`src/rtl/sbmm_pkg.sv`:
```
// Shared constants and control types for the segmented bus memory model.
package sbmm_pkg;

   localparam int ADDR_W = 15;
   localparam int DATA_W = 8;
   localparam int CNT_W  = 7;
   localparam int MARK_W = 2;
   localparam int WORD_W = MARK_W + DATA_W;
   localparam int BOUND_W = 17;

   localparam int MEM_BYTES_DEFAULT     = 16384;
   localparam int SEG_BYTES_DEFAULT     = 64;
   localparam int DEBUG_SEG_DEFAULT     = 4;
   localparam int TIMEOUT_CYCLE_DEFAULT = 100;

   localparam logic [MARK_W-1:0] MARK_UNINIT = 2'd0;
   localparam logic [MARK_W-1:0] MARK_ROM    = 2'd1;
   localparam logic [MARK_W-1:0] MARK_RAM    = 2'd2;

   localparam logic [DATA_W-1:0] UNINIT_VALUE = 8'hCC;
   localparam logic [DATA_W-1:0] DEBUG_CMD_OK = 8'd2;

   localparam logic CMD_BUS     = 1'b0;
   localparam logic CMD_PRELOAD = 1'b1;

   // Commands from the controller to the datapath.
   typedef struct packed {
      logic clear_en;   // write one cleared mark and advance the sweep
      logic take;       // accept a request transfer this cycle
      logic finish;     // resolve the held bus cycle and load the response
   } cmd_type;

   // Status from the datapath to the controller.
   typedef struct packed {
      logic clear_last;   // sweep is at its final entry
      logic rsp_blocked;  // response register full and stalled
   } status_type;

endpackage

```
`src/rtl/sbmm_ctrl.sv`:
```
// Controller: clearing pass, request acceptance and bus cycle sequencing.
module sbmm_ctrl
   import sbmm_pkg::*;
(
   input  logic       clock,
   input  logic       reset,
   input  logic       req_valid,
   input  logic       req_cmd,
   output logic       req_stall,
   input  status_type status,
   output cmd_type    cmd
);

   localparam logic [1:0] S_CLEAR = 2'd0;
   localparam logic [1:0] S_IDLE  = 2'd1;
   localparam logic [1:0] S_LOOK  = 2'd2;

   logic [1:0] state_ff;
   logic [1:0] state_in;

   always_comb begin
      state_in     = state_ff;
      cmd.clear_en = 1'b0;
      cmd.take     = 1'b0;
      cmd.finish   = 1'b0;
      case (state_ff)
         S_CLEAR: begin
            cmd.clear_en = 1'b1;
            if (status.clear_last) begin
               state_in = S_IDLE;
            end
         end
         S_IDLE: begin
            cmd.take = req_valid;
            // preloads finish in the accept cycle
            if (req_valid && req_cmd == CMD_BUS) begin
               state_in = S_LOOK;
            end
         end
         S_LOOK: begin
            if (!status.rsp_blocked) begin
               cmd.finish = 1'b1;
               state_in   = S_IDLE;
            end
         end
         default: begin
            state_in = S_CLEAR;
         end
      endcase
   end

   assign req_stall = (state_ff != S_IDLE);

   always_ff @(posedge clock) begin
      if (reset) begin
         state_ff <= S_CLEAR;
      end else begin
         state_ff <= state_in;
      end
   end

endmodule

```
`config.mk`:
```
export PLATFORM = sky130hd
export DESIGN_NAME = sbmm_ctrl
export DESIGN_NICKNAME = d
export VERILOG_FILES = /design/src/rtl/sbmm_pkg.sv /design/src/rtl/sbmm_ctrl.sv
export SDC_FILE = /design/constraint.sdc
export NUM_CORES = 1
export LEC_CHECK = 0
export BUFFER_PORTS_ARGS = -buffer_cell sky130_fd_sc_hd__buf_2
export CAP_MARGIN = 20
export CORE_AREA = 10 10 47 49
export CTS_BUF_LIST = sky130_fd_sc_hd__clkbuf_4
export CTS_CLUSTER_DIAMETER = 120
export DETAILED_ROUTE_END_ITERATION = 8
export DIE_AREA = 0 0 57 59
export GPL_ROUTABILITY_DRIVEN = 0
export PLACE_DENSITY = 0.3
export SYNTH_ARGS = -nofsm -noshare
export SYNTH_HDL_FRONTEND = slang
export SYNTH_SLANG_ARGS = --single-unit
```
`constraint.sdc`:
```
create_clock -name clock -period 1.27 [get_ports clock]
set_clock_uncertainty 0.15 [all_clocks]
set_input_delay 0.254 -clock clock [delete_from_list [all_inputs] [get_ports clock]]
set_output_delay 0.254 -clock clock [all_outputs]
set_load 0.01 [all_outputs]
```
Word level (Yosys, flattened, before mapping)
Index checks and enable logic that the tools add are counted.
Storage, ports and cells
  register bits after elaboration: 2
  input port bits: 6
  word-level logic and storage cells: 19
  output and inout port bits: 4
Cells by class
  bitwise logic cells: 1
  reductions and logical operators: 3
  mux-type cells: 8
  equal/unequal tests: 6
Operators by type and width (number)
  two-way mux 2 bit: 3
  != test 2 bit (second input constant): 3
  case mux 2 bit (3 select lines): 1
  two-way mux 1 bit: 4
  AND reduction 3 bit: 1
  equality test 2 x 1 -> 1 bit (second input constant): 1
  equality test 2 bit (second input constant): 1
  zero test 2 bit: 1
  != test 2 x 1 -> 1 bit (second input constant): 1
  logical AND 1 bit: 1
  NOT 1 bit: 1

Longest topological paths before layout
Gate-level depths: netlist of run 1.
  depth after elaboration: 4
  gate-level depth with buffers: 2
  mapped depth without buffers: 2

Worst setup path before layout of run 1
No wires, ideal clock.
  path kind: flip-flop to output port
  start: register state_ff[0]
  end: output port cmd[1] in the netlist's numbering
  cell stages (with the launch flop): 3
  path buffers: 0
  data arrival time: 0.848 ns
  data required time: 0.866 ns
  setup slack: 0.018 ns
  cells stage by stage: dfxtp_1 > or2b_1 > nor2_1
RTL lines
  start: declaration: RTL line sbmm_ctrl.sv:18  | logic [1:0] state_ff;
  start signal: assignment: RTL line sbmm_ctrl.sv:58  | state_ff <= state_in;
  end: declaration: RTL line sbmm_ctrl.sv:11  | output cmd_type cmd

==> flow_summary.json, run 1 <==
{
  "syn-mean-instance-area_um2": 8.758,
  "cpPeakStageDelay_ns": 0.35,
  "worst_slack_ns": -0.1531,
  "ys_seq_elements": 2,
  "yosysSeqAreaShare_pct": 32.65,
  "multi_input_area_um2": 91.34,
  "regMostFlops": "state_ff",
  "busiest_layer": "met3",
  "hold_slack_ns": 0.07791,
  "cts-root-buf": "clkbuf_4",
  "grt_use_met3_pct": 5.150,
  "viasPerCell": 3.477,
  "drive_above_1_share_pct": 67.86,
  "antenna_found_initial": 0,
  "h-tree-depth": 1,
  "cp_data_required_time_ns": 0.87,
  "placed_area_um2": 202.7,
  "grt_pass1_wl_um": 779,
  "r2r_slack_ns": 0.08,
  "io_pins": 10,
  "cts_tree": "built",
  "met1_usage_pct": 3.081,
  "p_leak_nw": 0.1149,
  "synth_cell_types": 11,
  "die_w_um": 57,
  "crit_slowest_cell": "dfxtp_4",
  "synth.top_cell.area_share_pct": 32.65,
  "grt_usage_pct": 3.238,
  "grt_pass1_vias": 181,
  "cp_cell_sequence": "or2b_1 > nor2_1 > buf_2",
  "maxCapViolCount": 0,
  "grt_max_degree": 8,
  "stdcell_count": 44,
  "vias": 153,
  "largest_reg_flops": 2,
  "num_rows": 14,
  "cts_buffer_depth": 2,
  "die_h_um": 59,
  "fin_crit_ns": 1.423,
  "dp_hpwl_um": 357.6,
  "synthArstFlopShare_pct": 0,
  "numCtsBuffers": 3,
  "violations": "negative setup slack",
  "clock_sinks": 2,
  "drtPass1Iterations": 2,
  "dp_slack_ns": 0.01607,
  "max-vdd-ir-drop_mv": 0.2780,
  "max_freq_mhz": 702.7,
  "dp_cells": 41,
  "route.detailed.drc": 0,
  "io_buffers": 9,
  "seq_area_um2": 45.04,
  "die_area_mm2": 0.003363,
  "rsz0062_at_grt": "true",
  "final_nets": 36,
  "startpoint_type": "flop",
  "post-route-util_pct": 17.32,
  "synth_top_area_cell": "dfxtp_1",
  "diodes": 0,
  "hp-class": "in2reg",
  "cp_data_arrival_time_ns": 1.02,
  "post_drt_wl_per_cell_um": 10.05,
  "p_per_area_mw_per_mm2": 1077,
  "status": "finished, violations left",
  "hold_violations": 0,
  "clk_pin_slew_ns": 0.03,
  "yosysWarnings": 0,
  "crit_fanout": 6,
  "synth_edf_count": 0,
  "synth.most_common_cell": "nor2_1",
  "setup_violations": 4,
  "antenna_left": 0,
  "design_area_um2": 242.7,
  "endpoint_kind": "primary output",
  "grt_use_met2_pct": 2.481,
  "core_mm2": 0.001401,
  "routed_wl_um": 442,
  "area_growth_pct": 97.96,
  "drt_iter0_markers": 2,
  "gr-total-overflow": 0,
  "reg_top3": "state_ff x2",
  "finalPower_mw": 0.2615,
  "ys.flop_type": "dfxtp_1",
  "timing.setup.tns_ns": -0.3970,
  "fin_crit_sh_pct": 112.1,
  "initial_core_util_pct": 8.750,
  "worst_pin_slew_ns": 0.2098,
  "syn_area_um2": 122.6,
  "synthCells": 14,
  "insertion_delay_ns": 0.22,
  "crit_type": "reg2out",
  "max_slew_margin_pct": 85.86,
  "syn_nets": 20,
  "synth_common_cells": "nor2_1 (3), dfxtp_1 (2)",
  "n_fill_cell": 158,
  "synth_area_leaders": "dfxtp_1 (33%), nand4bb_1 (9.2%), nor2_1 (9.2%)",
  "post-cts-setup-buffers": 0,
  "slew_violations": 0
}
## routing by layer
metal,vias to the layer above,part of all wire (%)
met2,10,28
met1,63,47
met5,-,0
li1,80,-
met4,0,0
met3,0,25
## critical path, delay by kind of cell, from the launching register on
family | cells | cell delay [ns]
and+or+nand+nor | 2 | 0.32
DFF | 1 | 0.35
buffers and inverters | 1 | 0.13
## layout by cell type (no fill, tap or decap), drive strengths merged
cell     count
or4b         1
nand4bb      1
nor3b        1
buf         11
clkbuf       3
a21oi        1
inv          1
nand3b       1
o41ai        1
and3b        1
or2b         1
dfxtp        2
nor2         3
## power breakdown
group	leakage, nW	switching (mW)	internal [mW]	total (mW)
logic	0.0836	0.0220	0.0286	0.0506
registers	0.0175	0.00535	0.0677	0.0731
clock network	0.0138	0.0337	0.104	0.138
total	0.115	0.0611	0.200	0.261
## final timing paths
kind                     from     endpoint  cells past startpoint
hold / removal          reset  state_ff[1]                      2
setup reg to reg  state_ff[0]  state_ff[0]                      2
setup / recovery  state_ff[0]       cmd[1]                      3
hold reg to reg   state_ff[1]  state_ff[0]                      1
## repair_timing
| action | in CTS | in global routing |
|---|---|---|
| endpoints found under the hold margin | 0 | 0 |
| pin swaps | 1 | 0 |
| hold buffers | 0 | 0 |
| setup endpoints to repair | 4 | 4 |
| gates resized for setup | 2 | 3 |
## cells by family (layout without fill, tap and decap cells)
logic type / Yosys count / in the layout / share of synthesized area [%]
flops: 2 / 2 / 32.65
simple gates: 9 / 9 / 53.07
compound gates: 2 / 2 / 11.22
buf+inv: 1 / 15 / 3.058
## layout make-up
type / count / share of cell area, %
Timing Repair Buffer: 11 / 24.74
Sequential cell: 2 / 18.56
Tap cell: 16 / 8.247
Inverter: 1 / 1.546
Clock buffer: 3 / 9.278
Multi-Input combinational cell: 11 / 37.63
Note: power is estimated with default switching activity, not from simulation.
==> inputs of run 2 (changes only) <==
--- a/config.mk
+++ b/config.mk
@@ -5,6 +5,7 @@
 export SDC_FILE = /design/constraint.sdc
 export NUM_CORES = 1
 export LEC_CHECK = 0
+export ABC_AREA = 1
 export BUFFER_PORTS_ARGS = -buffer_cell sky130_fd_sc_hd__buf_2
 export CAP_MARGIN = 20
 export CORE_AREA = 10 10 47 49
@@ -14,6 +15,7 @@
 export DIE_AREA = 0 0 57 59
 export GPL_ROUTABILITY_DRIVEN = 0
 export PLACE_DENSITY = 0.3
+export SKIP_CTS_REPAIR_TIMING = 1
 export SYNTH_ARGS = -nofsm -noshare
 export SYNTH_HDL_FRONTEND = slang
 export SYNTH_SLANG_ARGS = --single-unit
==> flow_summary.json, run 2 <==
{
  "num_rows": 14,
  "synth.top_cell.area_share_pct": 31.37,
  "fin_crit_ns": 1.347,
  "drive_above_1_share_pct": 55.56,
  "synth_cell_types": 9,
  "io_buffers": 9,
  "cp_data_required_time_ns": 0.87,
  "p_per_area_mw_per_mm2": 1110,
  "drtPass1Iterations": 2,
  "cp_data_arrival_time_ns": 0.94,
  "cts_tree": "built",
  "status": "finished, violations left",
  "grt_pass1_wl_um": 683,
  "rsz0062_at_grt": "true",
  "clock_sinks": 2,
  "initial_core_util_pct": 9.107,
  "dp_slack_ns": 0.1115,
  "setup_violations": 3,
  "dp_hpwl_um": 361.8,
  "ys_seq_elements": 2,
  "endpoint_kind": "primary output",
  "route.detailed.drc": 0,
  "synth_top_family_by_area": "simple AND/OR/NAND/NOR gates",
  "max_freq_mhz": 742.2,
  "crit_fanout": 4,
  "syn-mean-instance-area_um2": 5.549,
  "routed_wl_um": 422,
  "cp_cell_sequence": "buf_6 > nor3_4 > buf_2",
  "die_h_um": 59,
  "synthCells": 23,
  "final_nets": 44,
  "hold_violations": 0,
  "r2r_slack_ns": 0.29,
  "vias": 177,
  "critPathCapture": "cmd[0]",
  "cts_buffer_depth": 2,
  "rr_startpoint": "state_ff[1]",
  "timing.setup.tns_ns": -0.1481,
  "synthArstFlopShare_pct": 0,
  "placed_area_um2": 200.2,
  "ys.flop_type": "dfxtp_1",
  "hp-class": "in2reg",
  "worst_slack_ns": -0.07727,
  "synthAdderAreaFrac_pct": 0,
  "post_drt_wl_per_cell_um": 8.115,
  "antenna_left": 0,
  "cts-root-buf": "clkbuf_4",
  "drt_iter0_markers": 4,
  "synth-compound-area-share_pct": 7.843,
  "grt_pass1_vias": 169,
  "final_common_cell": "buf_2",
  "io_pins": 10,
  "p_leak_nw": 0.1305,
  "fin_crit_sh_pct": 106.1,
  "antenna_found_initial": 0,
  "startpoint_type": "flop",
  "violations": "negative setup slack",
  "reg2reg_to": "state_ff[0]",
  "synth_top_area_cell": "dfxtp_1",
  "synth_common_cells": "inv_1 (6), nand2_1 (5), nor2_1 (3)",
  "grt_usage_pct": 2.929,
  "critical_path_buf_inv_count": 2,
  "core_mm2": 0.001401,
  "diodes": 0,
  "die_w_um": 57,
  "yosysWarnings": 0,
  "seq_area_um2": 42.54,
  "multi_input_area_um2": 80.08,
  "max-vdd-ir-drop_mv": 0.4184,
  "cpPeakStageDelay_ns": 0.32,
  "synthSimpleGateAreaFrac_pct": 40.20,
  "numCtsBuffers": 3,
  "gr-total-overflow": 0,
  "reg_top3": "state_ff x2",
  "clk_pin_slew_ns": 0.03,
  "crit_type": "reg2out",
  "insertion_delay_ns": 0.22,
  "maxCapViolCount": 0,
  "crit_start": "state_ff[0]",
  "n_fill_cell": 184,
  "synth_area_leaders": "dfxtp_1 (31%), inv_1 (18%), nand2_1 (15%)",
  "die_area_mm2": 0.003363,
  "crit_slowest_cell": "dfxtp_2",
  "area_growth_pct": 94.12,
  "max_slew_margin_pct": 92.18,
  "ff2ff_path_depth": 4,
  "layout_common_cells": "buf_2 (9), inv_1 (5), nand2_1 (5)",
  "viasPerCell": 3.404,
  "regMostFlops": "state_ff",
  "slew_violations": 0,
  "h-tree-depth": 1,
  "post-route-util_pct": 17.68,
  "yosysSeqAreaShare_pct": 31.37,
  "cp.depth": 3,
  "synthMuxAreaShare_pct": 0,
  "syn_nets": 29,
  "worst_pin_slew_ns": 0.1172,
  "critPathTopFamily": "flip-flops",
  "grt_max_degree": 5,
  "largest_reg_flops": 2,
  "synthXorXnorAreaFrac_pct": 0,
  "syn_area_um2": 127.6,
  "synth.most_common_cell": "inv_1",
  "synth_edf_count": 0,
  "design_area_um2": 247.7
}
-- run 2: kinds of logic (layout without fill, tap and decap cells) --
group	count (synthesis)	after routing
buffers and inverters	7	20
DFF	2	2
AOI/OAI and AO/OA	2	2
and+or+nand+nor	12	12
-- run 2: final cells by class --
class	instances	share of cell area (%)
tap	16	8.081
inverter	7	10.61
timing repair buffer	10	22.73
multi-input combinational	14	32.32
clock buffer	3	9.091
sequential	2	17.17
-- run 2: how the worst min path moves through the flow --
stage | startpoint | endpoint | slack (ns) | cells after the start
finish | reset | state_ff[1] | 0.05 | 2
global route | reset | state_ff[1] | 0.05 | 2
CTS | reset | state_ff[1] | 0.04 | 2
detailed placement | reset | state_ff[1] | 0.29 | 2
global placement | reset | state_ff[1] | 0.29 | 2
floorplan | reset | state_ff[1] | 0.17 | 1
-- run 2: layer usage --
layer / global-route usage [%] / up-vias / share of wire (%)
li1: - / 94 / -
met1: 2.706 / 76 / 43
met2: 3.411 / 7 / 47
met3: 3.648 / 0 / 9.7
met4: 2.013 / 0 / 0
met5: 0 / - / 0
-- run 2: where the power goes --
part	total, mW	internal [mW]	switching (mW)	leakage, nW
Clock	0.139	0.104	0.0353	0.0138
Sequential	0.0728	0.0685	0.00429	0.0172
Combinational	0.0627	0.0286	0.0341	0.0995
-- run 2: per-stage QoR --
stage | total power [mW] | instances | hold slack, ns
3_3_place_gp | 0.1271 | 49 | 0.2899
4_1_cts | 0.2772 | 52 | 0.04439
5_1_grt | 0.3042 | 52 | 0.04516
2_1_floorplan | 0.09922 | 23 | 0.1731
3_5_place_dp | 0.1266 | 49 | 0.2879
6_report | 0.2749 | 52 | 0.04551
